==> config.mk <==
export PLATFORM = sky130hd
export DESIGN_NAME = button_led_dimmer_controller_top
export DESIGN_NICKNAME = d
export VERILOG_FILES = /design/src/rtl/bldc_pkg.sv /design/src/rtl/bldc_ram.sv /design/src/rtl/bldc_rem.sv /design/src/rtl/button_led_dimmer_controller_top.sv
export VERILOG_INCLUDE_DIRS = /design/src /design/src/rtl
export SDC_FILE = /design/constraint.sdc
export NUM_CORES = 1
export LEC_CHECK = 0
export ABC_AREA = 1
export BUFFER_PORTS_ARGS = -buffer_cell sky130_fd_sc_hd__buf_2
export CELL_PAD_IN_SITES_DETAIL_PLACEMENT = 0
export CELL_PAD_IN_SITES_GLOBAL_PLACEMENT = 1
export CORE_ASPECT_RATIO = 1.4
export CORE_UTILIZATION = 51
export DETAILED_ROUTE_END_ITERATION = 8
export PLACE_DENSITY = 0.9
export SETUP_SLACK_MARGIN = 0.5
export SYNTH_ARGS = -nofsm -noshare
export SYNTH_HDL_FRONTEND = slang
export SYNTH_SLANG_ARGS = --single-unit
==> constraint.sdc <==
create_clock -name i_clk -period 9.1 [get_ports i_clk]
set_clock_uncertainty 0.1 [all_clocks]
set_input_delay 0.91 -clock i_clk [delete_from_list [all_inputs] [get_ports i_clk]]
set_output_delay 0.91 -clock i_clk [all_outputs]
set_load 0.005 [all_outputs]
==> src/rtl/button_led_dimmer_controller_top_defines.svh <==
// assertion macros used by the dimmer controller rtl
`ifndef BUTTON_LED_DIMMER_CONTROLLER_TOP_DEFINES_SVH
`define BUTTON_LED_DIMMER_CONTROLLER_TOP_DEFINES_SVH

// same-cycle implication, checked outside reset
`define BLDC_ASSERT_NOW(label, ante, cons, msg) \
    label: assert property (@(posedge i_clk) disable iff (!i_rst_n) (ante) |-> (cons)) \
        else $error(msg);

// next-cycle implication, checked outside reset
`define BLDC_ASSERT_NEXT(label, ante, cons, msg) \
    label: assert property (@(posedge i_clk) disable iff (!i_rst_n) (ante) |=> (cons)) \
        else $error(msg);

`endif

==> src/rtl/bldc_pkg.sv <==
// types and constants of the button led dimmer controller
package bldc_pkg;

    localparam int CHANNELS = 8;
    localparam int CH_AW    = (CHANNELS > 1) ? $clog2(CHANNELS) : 1;

    localparam int HUE_W   = 16;
    localparam int LEVEL_W = 8;
    localparam int CFG_W   = 16;
    localparam int CFG_IW  = 2;

    // step counter width of the remainder unit
    localparam int REM_CNT_W = $clog2(HUE_W);

    // configuration register indexes
    localparam logic [CFG_IW-1:0] CFG_HUE_TIMEOUT = 2'd0;
    localparam logic [CFG_IW-1:0] CFG_FINE_STEP   = 2'd1;
    localparam logic [CFG_IW-1:0] CFG_MAJOR_STEP  = 2'd2;

    localparam logic [CFG_W-1:0] RST_HUE_TIMEOUT = 16'd3000;
    localparam logic [CFG_W-1:0] RST_FINE_STEP   = 16'd320;
    localparam logic [CFG_W-1:0] RST_MAJOR_STEP  = 16'd10923;

    localparam logic [4:0]         BLINK_PERIOD = 5'd20;
    localparam logic [4:0]         BLINK_HALF   = BLINK_PERIOD / 5'd2;
    localparam logic [LEVEL_W-1:0] LEVEL_STEP   = 8'd2;
    localparam logic [LEVEL_W-1:0] LEVEL_MIN    = 8'd2;
    localparam logic [LEVEL_W-1:0] LEVEL_MAX    = 8'd255;

    // x / 5 == (x * RECIP5) >> 18 for any 14-bit x
    localparam logic [15:0] RECIP5 = 16'd52429;

    typedef enum logic [1:0] {
        MODE_OFF    = 2'd0,
        MODE_ON     = 2'd1,
        MODE_BRIGHT = 2'd2,
        MODE_HUE    = 2'd3
    } t_mode;

    typedef struct packed {
        t_mode              mode;
        logic               ramp_up;
        logic [HUE_W-1:0]   hue_timer;
        logic [HUE_W-1:0]   display_hue;
        logic [LEVEL_W-1:0] display_level;
        logic [HUE_W-1:0]   saved_hue;
        logic [LEVEL_W-1:0] saved_level;
    } t_entry;

    localparam int ENTRY_W = $bits(t_entry);

    typedef struct packed {
        logic             start;
        logic [HUE_W-1:0] dividend;
        logic [HUE_W-1:0] divisor;
    } t_rem_req;

    typedef struct packed {
        logic             done;
        logic [HUE_W-1:0] rem;
    } t_rem_rsp;

endpackage

==> src/rtl/bldc_ram.sv <==
// generic single-port-write ram with registered read
module bldc_ram #(
    parameter int WIDTH = 8,
    parameter int DEPTH = 8
) (
    input  logic                                   i_clk,
    input  logic                                   i_we,
    input  logic [((DEPTH > 1) ? $clog2(DEPTH) : 1)-1:0] i_waddr,
    input  logic [WIDTH-1:0]                       i_wdata,
    input  logic                                   i_re,
    input  logic [((DEPTH > 1) ? $clog2(DEPTH) : 1)-1:0] i_raddr,
    output logic [WIDTH-1:0]                       o_rdata
);

    logic [WIDTH-1:0] r_mem [DEPTH];

    always_ff @(posedge i_clk) begin
        if (i_we) begin
            r_mem[i_waddr] <= i_wdata;
        end
        if (i_re) begin
            o_rdata <= r_mem[i_raddr];
        end
    end

endmodule

==> src/rtl/bldc_rem.sv <==
// iterative remainder unit, one quotient bit per cycle
module bldc_rem
    import bldc_pkg::*;
(
    input  logic     i_clk,
    input  logic     i_rst_n,
    input  t_rem_req i_req,
    output t_rem_rsp o_rsp
);

    logic                 r_busy;
    logic                 r_done;
    logic [REM_CNT_W-1:0] r_cnt;
    logic [HUE_W-1:0]     r_rem;
    logic [HUE_W-1:0]     r_dvd;
    logic [HUE_W-1:0]     r_div;

    logic [HUE_W:0]   w_sh;
    logic [HUE_W:0]   w_sub;
    logic             w_ge;

    assign w_sh  = {r_rem, r_dvd[HUE_W-1]};
    assign w_ge  = (w_sh >= {1'b0, r_div});
    assign w_sub = w_sh - {1'b0, r_div};

    always_ff @(posedge i_clk) begin
        if (!i_rst_n) begin
            r_busy <= 1'b0;
            r_done <= 1'b0;
            r_cnt  <= '0;
        end else begin
            r_done <= 1'b0;
            if (i_req.start) begin
                r_busy <= 1'b1;
                r_cnt  <= '0;
                r_rem  <= '0;
                r_dvd  <= i_req.dividend;
                r_div  <= i_req.divisor;
            end else if (r_busy) begin
                r_rem <= w_ge ? w_sub[HUE_W-1:0] : w_sh[HUE_W-1:0];
                r_dvd <= {r_dvd[HUE_W-2:0], 1'b0};
                r_cnt <= r_cnt + 1'b1;
                if (r_cnt == REM_CNT_W'(HUE_W - 1)) begin
                    r_busy <= 1'b0;
                    r_done <= 1'b1;
                end
            end
        end
    end

    assign o_rsp.done = r_done;
    assign o_rsp.rem  = r_rem;

endmodule

==> src/rtl/button_led_dimmer_controller_top.sv <==
// a result is registered after the input transaction passes the read, phase and update
// states, and the division state on a major hue advance (16-step remainder unit)
// one item at a time: the next input transaction is taken once the channel record has
// been written back and the result registered; output back-pressure can hold the update
// reset: synchronous active low; every channel reads as off with zero state
// (per-channel valid bits), configuration registers return to their default values
module button_led_dimmer_controller_top
    import bldc_pkg::*;
(
    input  logic               i_clk,
    input  logic               i_rst_n,
    // input channel
    input  logic               i_valid,
    output logic               o_ready,
    input  logic [2:0]         i_channel,
    input  logic               i_short_press,
    input  logic               i_long_hold,
    input  logic               i_double_press,
    // output channel
    output logic               o_valid,
    input  logic               i_ready,
    output logic [2:0]         o_led_channel,
    output logic [HUE_W-1:0]   o_shown_hue,
    output logic [LEVEL_W-1:0] o_shown_brightness,
    output logic               o_display_changed,
    output logic               o_save_request,
    output logic [1:0]         o_mode_now,
    // configuration
    input  logic               i_cfg_wr_en,
    input  logic [CFG_IW-1:0]  i_cfg_index,
    input  logic [CFG_W-1:0]   i_cfg_wdata
);

`include "button_led_dimmer_controller_top_defines.svh"

    typedef enum logic [4:0] {
        S_IDLE  = 5'b00001,
        S_READ  = 5'b00010,
        S_PHASE = 5'b00100,
        S_DIV   = 5'b01000,
        S_UPD   = 5'b10000
    } t_state;

    t_state r_state, n_state;

    logic [CFG_W-1:0]   r_hue_timeout;
    logic [CFG_W-1:0]   r_fine_step;
    logic [CFG_W-1:0]   r_major_step;

    logic [2:0]         r_ch;
    logic [CH_AW-1:0]   r_addr;
    logic               r_oor;
    logic               r_sp;
    logic               r_lh;
    logic               r_dp;
    logic [CHANNELS-1:0] r_valid;

    t_entry             r_ent;
    logic [29:0]        r_prod;
    logic [4:0]         r_phase;

    logic               r_out_vld;
    logic [2:0]         r_out_ch;
    logic [HUE_W-1:0]   r_out_hue;
    logic [LEVEL_W-1:0] r_out_level;
    logic               r_out_disp;
    logic               r_out_save;
    logic [1:0]         r_out_mode;

    logic               w_in_acc;
    logic               w_in_oor;
    logic [ENTRY_W-1:0] w_rdata;
    t_entry             w_ent_rd;
    logic [11:0]        w_q;
    logic [HUE_W-1:0]   w_phase_full;
    logic               w_div_need;
    logic               w_out_free;
    logic               w_ram_we;
    t_rem_req           w_req;
    t_rem_rsp           w_rsp;

    t_entry             w_ent_new;
    logic               w_disp;
    logic               w_save;

    assign w_in_acc = i_valid && o_ready;
    assign w_in_oor = (7'(i_channel) >= 7'(CHANNELS));
    assign o_ready  = (r_state == S_IDLE);

    // configuration registers
    always_ff @(posedge i_clk) begin
        if (!i_rst_n) begin
            r_hue_timeout <= RST_HUE_TIMEOUT;
            r_fine_step   <= RST_FINE_STEP;
            r_major_step  <= RST_MAJOR_STEP;
        end else if (i_cfg_wr_en) begin
            unique case (i_cfg_index)
                CFG_HUE_TIMEOUT: r_hue_timeout <= i_cfg_wdata;
                CFG_FINE_STEP:   r_fine_step   <= i_cfg_wdata;
                CFG_MAJOR_STEP:  r_major_step  <= i_cfg_wdata;
                default: ;
            endcase
        end
    end

    bldc_ram #(
        .WIDTH (ENTRY_W),
        .DEPTH (CHANNELS)
    ) u_state_ram (
        .i_clk   (i_clk),
        .i_we    (w_ram_we),
        .i_waddr (r_addr),
        .i_wdata (w_ent_new),
        .i_re    (w_in_acc),
        .i_raddr (CH_AW'(i_channel)),
        .o_rdata (w_rdata)
    );

    // a channel never written reads as its reset record
    assign w_ent_rd = (r_valid[r_addr] && !r_oor) ? t_entry'(w_rdata) : '0;

    // blink phase: hue_timer mod 20 via reciprocal of 5 on timer / 4
    assign w_q          = r_prod[29:18];
    assign w_phase_full = r_ent.hue_timer - (HUE_W'(w_q) << 4) - (HUE_W'(w_q) << 2);

    assign w_div_need = (r_ent.mode == MODE_HUE) && r_sp && !r_oor &&
                        (r_major_step != '0);

    assign w_req.start    = (r_state == S_PHASE) && w_div_need;
    assign w_req.dividend = r_ent.display_hue;
    assign w_req.divisor  = r_major_step;

    bldc_rem u_rem (
        .i_clk   (i_clk),
        .i_rst_n (i_rst_n),
        .i_req   (w_req),
        .o_rsp   (w_rsp)
    );

    assign w_out_free = !r_out_vld || i_ready;
    assign w_ram_we   = (r_state == S_UPD) && w_out_free && !r_oor;

    // per-tick mode machine on the fetched channel record
    always_comb begin
        t_entry             e;
        t_mode              cur;
        t_mode              nxt;
        logic [LEVEL_W-1:0] lv;
        logic [HUE_W:0]     major_sum;
        logic [HUE_W-1:0]   major_hue;
        logic [HUE_W-1:0]   reload;

        e         = r_ent;
        cur       = r_ent.mode;
        nxt       = cur;
        w_disp    = 1'b0;
        w_save    = 1'b0;
        lv        = r_ent.display_level;
        major_sum = {1'b0, r_ent.display_hue} + {1'b0, r_major_step - w_rsp.rem};
        major_hue = (r_major_step == '0) ? r_ent.display_hue :
                    (major_sum[HUE_W] ? '0 : major_sum[HUE_W-1:0]);
        reload    = r_hue_timeout + HUE_W'(r_phase) - HUE_W'(1);

        unique case (cur)
            MODE_OFF: begin
                if (r_sp) nxt = MODE_ON;
            end
            MODE_ON: begin
                if (r_sp)      nxt = MODE_OFF;
                else if (r_lh) nxt = MODE_BRIGHT;
                else if (r_dp) nxt = MODE_HUE;
            end
            MODE_BRIGHT: begin
                if (r_lh) begin
                    if (e.ramp_up) begin
                        if (lv <= LEVEL_MAX - LEVEL_STEP) lv = lv + LEVEL_STEP;
                    end else begin
                        lv = (lv >= LEVEL_MIN + LEVEL_STEP) ? lv - LEVEL_STEP : LEVEL_MIN;
                    end
                    e.display_level = lv;
                    w_disp          = 1'b1;
                end else begin
                    nxt = MODE_ON;
                end
            end
            MODE_HUE: begin
                if (r_phase == 5'd0) begin
                    e.display_level = e.display_level >> 1;
                    w_disp          = 1'b1;
                end else if (r_phase == BLINK_HALF) begin
                    e.display_level = e.saved_level;
                    w_disp          = 1'b1;
                end
                if (r_sp) begin
                    e.display_hue = major_hue;
                    e.hue_timer   = reload;
                    w_disp        = 1'b1;
                end else if (r_lh) begin
                    e.display_hue = e.display_hue + r_fine_step;
                    e.hue_timer   = reload;
                    w_disp        = 1'b1;
                end else if ((e.hue_timer == '0) || r_dp) begin
                    nxt = MODE_ON;
                end else begin
                    e.hue_timer = e.hue_timer - HUE_W'(1);
                end
            end
            default: ;
        endcase

        if (nxt != cur) begin
            // exit action of the old mode
            if (cur == MODE_BRIGHT) begin
                e.saved_level = e.display_level;
                w_save        = 1'b1;
            end else if (cur == MODE_HUE) begin
                e.display_level = e.saved_level;
                e.saved_hue     = e.display_hue;
                w_save          = 1'b1;
            end
            // entry action of the new mode
            unique case (nxt)
                MODE_OFF: begin
                    e.display_hue   = '0;
                    e.display_level = '0;
                    w_disp          = 1'b1;
                end
                MODE_ON: begin
                    e.display_hue   = e.saved_hue;
                    e.display_level = e.saved_level;
                    w_disp          = 1'b1;
                end
                MODE_BRIGHT: e.ramp_up   = !e.ramp_up;
                MODE_HUE:    e.hue_timer = r_hue_timeout;
                default: ;
            endcase
            e.mode = nxt;
        end

        w_ent_new = e;
    end

    always_comb begin
        n_state = r_state;
        unique case (r_state)
            S_IDLE:  if (w_in_acc) n_state = S_READ;
            S_READ:  n_state = S_PHASE;
            S_PHASE: n_state = w_div_need ? S_DIV : S_UPD;
            S_DIV:   if (w_rsp.done) n_state = S_UPD;
            S_UPD:   if (w_out_free) n_state = S_IDLE;
            default: n_state = S_IDLE;
        endcase
    end

    always_ff @(posedge i_clk) begin
        if (!i_rst_n) begin
            r_state   <= S_IDLE;
            r_valid   <= '0;
            r_out_vld <= 1'b0;
        end else begin
            r_state <= n_state;
            if (w_ram_we) begin
                r_valid[r_addr] <= 1'b1;
            end
            if ((r_state == S_UPD) && w_out_free) begin
                r_out_vld <= 1'b1;
            end else if (i_ready) begin
                r_out_vld <= 1'b0;
            end
        end
    end

    // datapath registers
    always_ff @(posedge i_clk) begin
        if (w_in_acc) begin
            r_ch   <= i_channel;
            r_addr <= CH_AW'(i_channel);
            r_oor  <= w_in_oor;
            r_sp   <= i_short_press;
            r_lh   <= i_long_hold;
            r_dp   <= i_double_press;
        end
        if (r_state == S_READ) begin
            r_ent  <= w_ent_rd;
            r_prod <= 30'(w_ent_rd.hue_timer[HUE_W-1:2]) * 30'(RECIP5);
        end
        if (r_state == S_PHASE) begin
            r_phase <= w_phase_full[4:0];
        end
        if ((r_state == S_UPD) && w_out_free) begin
            r_out_ch    <= r_ch;
            r_out_hue   <= r_oor ? '0 : w_ent_new.display_hue;
            r_out_level <= r_oor ? '0 : w_ent_new.display_level;
            r_out_disp  <= !r_oor && w_disp;
            r_out_save  <= !r_oor && w_save;
            r_out_mode  <= r_oor ? 2'd0 : w_ent_new.mode;
        end
    end

    assign o_valid            = r_out_vld;
    assign o_led_channel      = r_out_ch;
    assign o_shown_hue        = r_out_hue;
    assign o_shown_brightness = r_out_level;
    assign o_display_changed  = r_out_disp;
    assign o_save_request     = r_out_save;
    assign o_mode_now         = r_out_mode;

    `BLDC_ASSERT_NEXT(a_one_item, w_in_acc, !o_ready, "input taken while an item is in flight")
    `BLDC_ASSERT_NOW(a_wr_in_upd, w_ram_we, (r_state == S_UPD) && !r_oor, "state write outside update")
    `BLDC_ASSERT_NOW(a_out_from_upd, $rose(o_valid), $past(r_state == S_UPD), "result not from update")
    `BLDC_ASSERT_NOW(a_div_step, w_req.start, r_major_step != '0, "remainder started with zero step")

endmodule

== Word-level counts from Yosys, hierarchy flattened ==
Memory sizes are Yosys's and may differ from the RTL's. A register that Yosys moved wholly into a read port is not among the register bits.
Index checks and enable logic that the tools add are counted.
Operators by class
  $add $sub $neg: 12
  $mul: 1
  $lt $le $gt $ge: 5
  equal/unequal tests: 19
  mux-type cells: 62
  bitwise operators: 3
  reduce and logical (&&, ||, !) cells: 28
Operators by type and width (number)
  16-bit two-way mux: 10
  67-bit two-way mux: 1
  32-bit two-way mux: 2
  64-bit two-way mux: 1
  8-bit two-way mux: 7
  24-bit two-way mux: 2
  24-bit one-hot mux with 2 select lines: 1
  16-bit logical NOT: 2
  16-bit by 1-bit subtractor with 16-bit output (second input constant): 2
  16-bit subtractor: 2
  5-bit one-hot mux with 5 select lines: 1
  14-bit by 16-bit multiplier with 21-bit output (second input constant): 1
  1-bit two-way mux: 20
  5-bit two-way mux: 4
  16-bit by 16-bit adder with 17-bit output: 1
  17-bit by 16-bit >= comparator with 1-bit output: 1
  16-bit adder: 1
  16-bit by 5-bit adder with 16-bit output: 1
  2-bit two-way mux: 8
  8-bit one-hot mux with 2 select lines: 1
  16-bit nonzero test: 1
  2-bit == test (second input constant): 5
  5-bit by 4-bit == test with 1-bit output (second input constant): 2
  2-bit AND reduction: 5
  32 further kinds: 48
Word-level totals
  register bits: 246
  bits in writable memories: 536
  input port bits: 29
  output and inout port bits: 33
  memories kept: 1
Memory list
  u_state_ram.r_mem: depth 8, bits a word 67, read ports 1, clocked after Yosys merged registers in 1, wr ports 1, line bldc_ram.sv:15  | logic [WIDTH-1:0] r_mem [DEPTH];

== Longest topological paths before layout ==
  depth after elaboration: 10
  gate-level depth with buffers: 34
  depth with buffers taken out: 34

== Modules after synthesis ==
Synthesis repeated with hierarchy kept, for this count alone.
Second synthesis, totals
  cells, all modules: 5094
  area total of the unflattened synthesis: 44762.9 µm²
Modules (own cells, without submodules)
  bldc_ram: instances 1, cells each 2401, area each 25416.9 µm², seq. area each 18107.4 µm²
  button_led_dimmer_controller_top: instances 1, cells each 2254, area each 15864.0 µm², seq. area each 4604.4 µm²
  bldc_rem: instances 1, cells each 439, area each 3482.1 µm², seq. area each 1561.5 µm²

== Worst setup path before layout ==
OpenSTA, ideal clock, no wires.
  path type: register to register
  from: register r_state[4]
  to: register r_state[0]
  arrival: 7.935 ns
  required time: 8.866 ns
  path slack: 0.932 ns
  stages on the path, launching flop included: 5
  path buffers: 0
  path through: dfxtp_1 nor4_1 nor3_1 nand3_1 nand3_1
Between the ends
  longest elaborated chain between the ends: 4
  elaborated cells on any way between the ends: 11
RTL lines
  start: declaration: line button_led_dimmer_controller_top.sv:44  | t_state r_state, n_state;
  start signal: assignment: line button_led_dimmer_controller_top.sv:261  | r_state <= n_state;
  5-bit by 1-bit == test with 1-bit output: line button_led_dimmer_controller_top.sv:88, button_led_dimmer_controller_top.sv:245
  1-bit logical AND: line button_led_dimmer_controller_top.sv:86  | assign w_in_acc = i_valid && o_ready;
  2-bit by 1-bit != test with 1-bit output (no source line)
  3-bit AND reduction (no source line)
Several ways; a longest one is shown, not always the timed one.
A chain may end at the register's enable or synchronous reset.

==> impl_metrics.py <==
metrics = {
    "yosys": {
        "synthesis.nets": 4412,
        "ys_ff_latch": 831,
        "ys_top_cells_by_area": "edfxtp_1, nor2_1, nand2_1",
        "synth_top_area_share": 0.553,
        "avgSynthCellArea_sq_um": 9.91,
        "synth_area_sq_mm": 0.0414,
        "postSynthCellCount": 4178,
        "synth_cell_types": 57,
        "synthArstFlopShare": 0,
        "synth_ff_type": "edfxtp_1",
        "synth_top_area_cell": "edfxtp_1",
        "synth-edff-count": 763,
        "ys_warn_count": 0,
        "synth_seq_area_share": 0.586,
    },
    "power": {
        "combPwrFrac": 0.152,
        "clock_power_share": 0.360,
        "ir_drop_uv": 138,
        "leakage_nw": 18.0,
        "internal_power_mw": 6.96,
        "p_sw_mw": 2.69,
        "swShare": 0.279,
        "power_per_cell_area_mw_per_mm2": 213,
        "seqPwrFrac": 0.488,
    },
    "clock_network": {
        "cts_num_sinks": 831,
        "clk_pin_slew_ns": 0.07,
        "cts_root_buf": "clkbuf_16",
        "cts_resized": 0,
        "cts_setup_buffers": 0,
        "clk_latency_ns": 0.65,
        "htreeDepth": 3,
        "cts.path.max_buffers": 3,
        "cts_hold_buf": 0,
        "cts_buffers": 78,
        "cts_tree": "built",
    },
    "finish": {
        "nNetsFinal": 4411,
        "antenna_cells": 0,
        "final_common_cell": "edfxtp_1",
        "nFillCells": 6786,
        "design_area_sq_mm": 0.0453,
        "utilization": 0.564,
        "area_growth_syn_to_layout_pct": 9.46,
        "mostFrequentLayoutCells": "edfxtp_1, nor2_1, nand2_1, o21ai_0, inv_1",
        "layout-drive-gt1-share": 0.0634,
    },
    "setup_path": {
        "crit_slowest_cell": "edfxtp_1",
        "critPathMaxStageDelay_ns": 0.59,
        "cp.buffers_inverters": 8,
        "cp_top_family": "adder cells",
        "setup.worst_path.start_class": "flip-flop",
        "crit_fanout": 16,
        "rrSetupSlack_ns": 2.80,
        "cp.arrival_ns": 6.59,
        "endpoint_kind": "flip-flop",
        "worst_path_most_repeated_cell": "inv_1",
        "timing.rr.end": "r_prod[20]$_DFFE_PP_",
        "required_ns": 9.39,
        "rr_worst_depth": 31,
        "rr_startpoint": "r_addr[0]$_DFFE_PP_",
        "criticalPathCategory": "flip-flop to flip-flop",
    },
    "timing": {
        "tightest_slew_ns": 1.19,
        "setup-tns-final_ns": 0,
        "max_freq_mhz": 159,
        "holdWs_ns": 0.348,
        "hold_viol_final": 0,
        "post-route-min-period_ns": 6.30,
        "rsz0062_at_grt": "no",
        "slew_headroom": 0.200,
        "slew_viol_final": 0,
        "min_period_over_period": 0.692,
        "setup_viol": 0,
    },
    "placed_design": {
        "place.gp.congestion": 0.899,
        "io_buffers": 61,
        "placed_area_sq_mm": 0.0426,
        "dp_hpwl_um": 66500,
    },
    "floorplanning": {
        "dieArea_sq_mm": 0.0823,
        "core_area_sq_mm": 0.0803,
        "ios": 62,
        "rows": 123,
        "die_w_um": 243,
        "start_util": 0.515,
        "fp.dieH_um": 339,
    },
    "global_route": {
        "grt_pass1_vias": 29334,
        "grt_pass1_wl_um": 165000,
        "gr-usage-all-layers": 0.259,
        "grt_max_degree": 207,
        "antenna_found_initial": 2,
        "grt-ovfl-total": 0,
    },
    "route": {
        "wire_per_inst_um": 20.2,
        "drt_iter0_drc": 2632,
        "ant_nets": 0,
        "avgViaCountPerCell": 5.66,
        "drcViolationCount": 0,
        "wirelength_um": 107000,
        "vias": 30025,
        "dr.pass1.iters": 6,
    },
    "worst_hold_path": {
        "holdPathStages": 1,
        "worstHoldEndpoint": "r_dp$_DFFE_PP_",
        "hold_path.startpoint": "i_double_press",
        "hold_class": "input port to flip-flop",
    },
    "flow_run": {
        "cap_violations": 0,
    },
    "outcome": {
        "status": "finished clean",
    },
}
[worst max-delay path by stage]
stage               slack [ns]  cells past startpoint                      end               startpoint
floorplan                 0.93                      4  r_state[0]$_SDFFE_PN1P_  r_state[4]$_SDFFE_PN0P_
global placement          2.91                     29     r_prod[20]$_DFFE_PP_      r_addr[0]$_DFFE_PP_
detailed placement        2.82                     29     r_prod[20]$_DFFE_PP_      r_addr[0]$_DFFE_PP_
CTS                       2.81                     29     r_prod[20]$_DFFE_PP_      r_addr[0]$_DFFE_PP_
global route              2.22                     30     r_prod[20]$_DFFE_PP_      r_addr[0]$_DFFE_PP_
finish                    2.80                     31     r_prod[20]$_DFFE_PP_      r_addr[0]$_DFFE_PP_
[layout make-up]
class / count / area (sq um) / share of cell area
Clock buffer: 89 / 2040 / 0.0449
Clock inverter: 54 / 676 / 0.0149
Inverter: 458 / 1750 / 0.0387
Multi-Input combinational cell: 2715 / 14700 / 0.324
Sequential cell: 831 / 24300 / 0.536
Tap cell: 1062 / 1330 / 0.0293
Timing Repair Buffer: 93 / 582 / 0.0128
[Yosys cell counts, types with 6 or more instances]
cell and n:
inv_2 7, inv_1 447, o21bai_1 17, fa_1 50, a21oi_1 163, nor3_1 28, a31oi_1 71, nand4_1 33
nor2_2 6, nand3_1 151, o21ai_0 457, dfxtp_1 68, xor2_1 39, o211ai_1 24, xnor2_1 33, ha_1 155
a21o_1 6, o22ai_1 68, buf_2 40, nand3b_1 7, buf_1 14, edfxtp_1 763, nand2_2 8, nor2_1 722
and2_1 6, o21a_1 8, clkbuf_1 111, nand2_1 619
[per-stage QoR]
step           power (mW)  setup slack [ns]  instances
3_5_place_dp         6.24              2.82       5159
6_report             9.64              2.80       5302
5_1_grt              9.99              2.22       5302
3_3_place_gp         6.21              2.91       5159
4_1_cts              9.67              2.81       5302
2_1_floorplan        5.72             0.932       4178
[kinds of logic after synthesis]
family                   synth area share
flip-flops                          0.586
adder cells (fa/ha/maj)            0.0710
AO/OA/AOI/OAI                       0.111
buffers and inverters              0.0603
AND/OR/NAND/NOR                     0.156
multiplexers                     0.000242
XOR/XNOR                           0.0152
[flip-flops by register name (all words and copies together) (netlist names), 16 cells and up]
name	count
u_state_ram.r_mem	536
r_major_step	16
u_state_ram.o_rdata	67
r_ent	67
u_rem.r_dvd	16
o_shown_hue	16
r_hue_timeout	16
r_fine_step	16
u_rem.r_rem	16
u_rem.r_div	16
[layer usage]
metal / part of all wire / vias up / track usage / wire length, um
met5: 0.00012 / - / 0 / 13
met4: 0.030 / 2 / 0.0958 / 3250
met3: 0.065 / 223 / 0.0321 / 6930
met2: 0.50 / 1090 / 0.452 / 53900
met1: 0.40 / 14437 / 0.330 / 42900
li1: - / 14273 / - / -
[power by group through the flow]
stage | combinational, mW | clock [mW] | sequential [mW]
6_report | 1.46 | 3.47 | 4.71
5_1_grt | 1.62 | 3.65 | 4.72
3_5_place_dp | 1.45 | 0 | 4.78
2_1_floorplan | 0.969 | 0 | 4.75
3_3_place_gp | 1.43 | 0 | 4.78
4_1_cts | 1.46 | 3.51 | 4.70
Power figures use the tool's default switching activity.
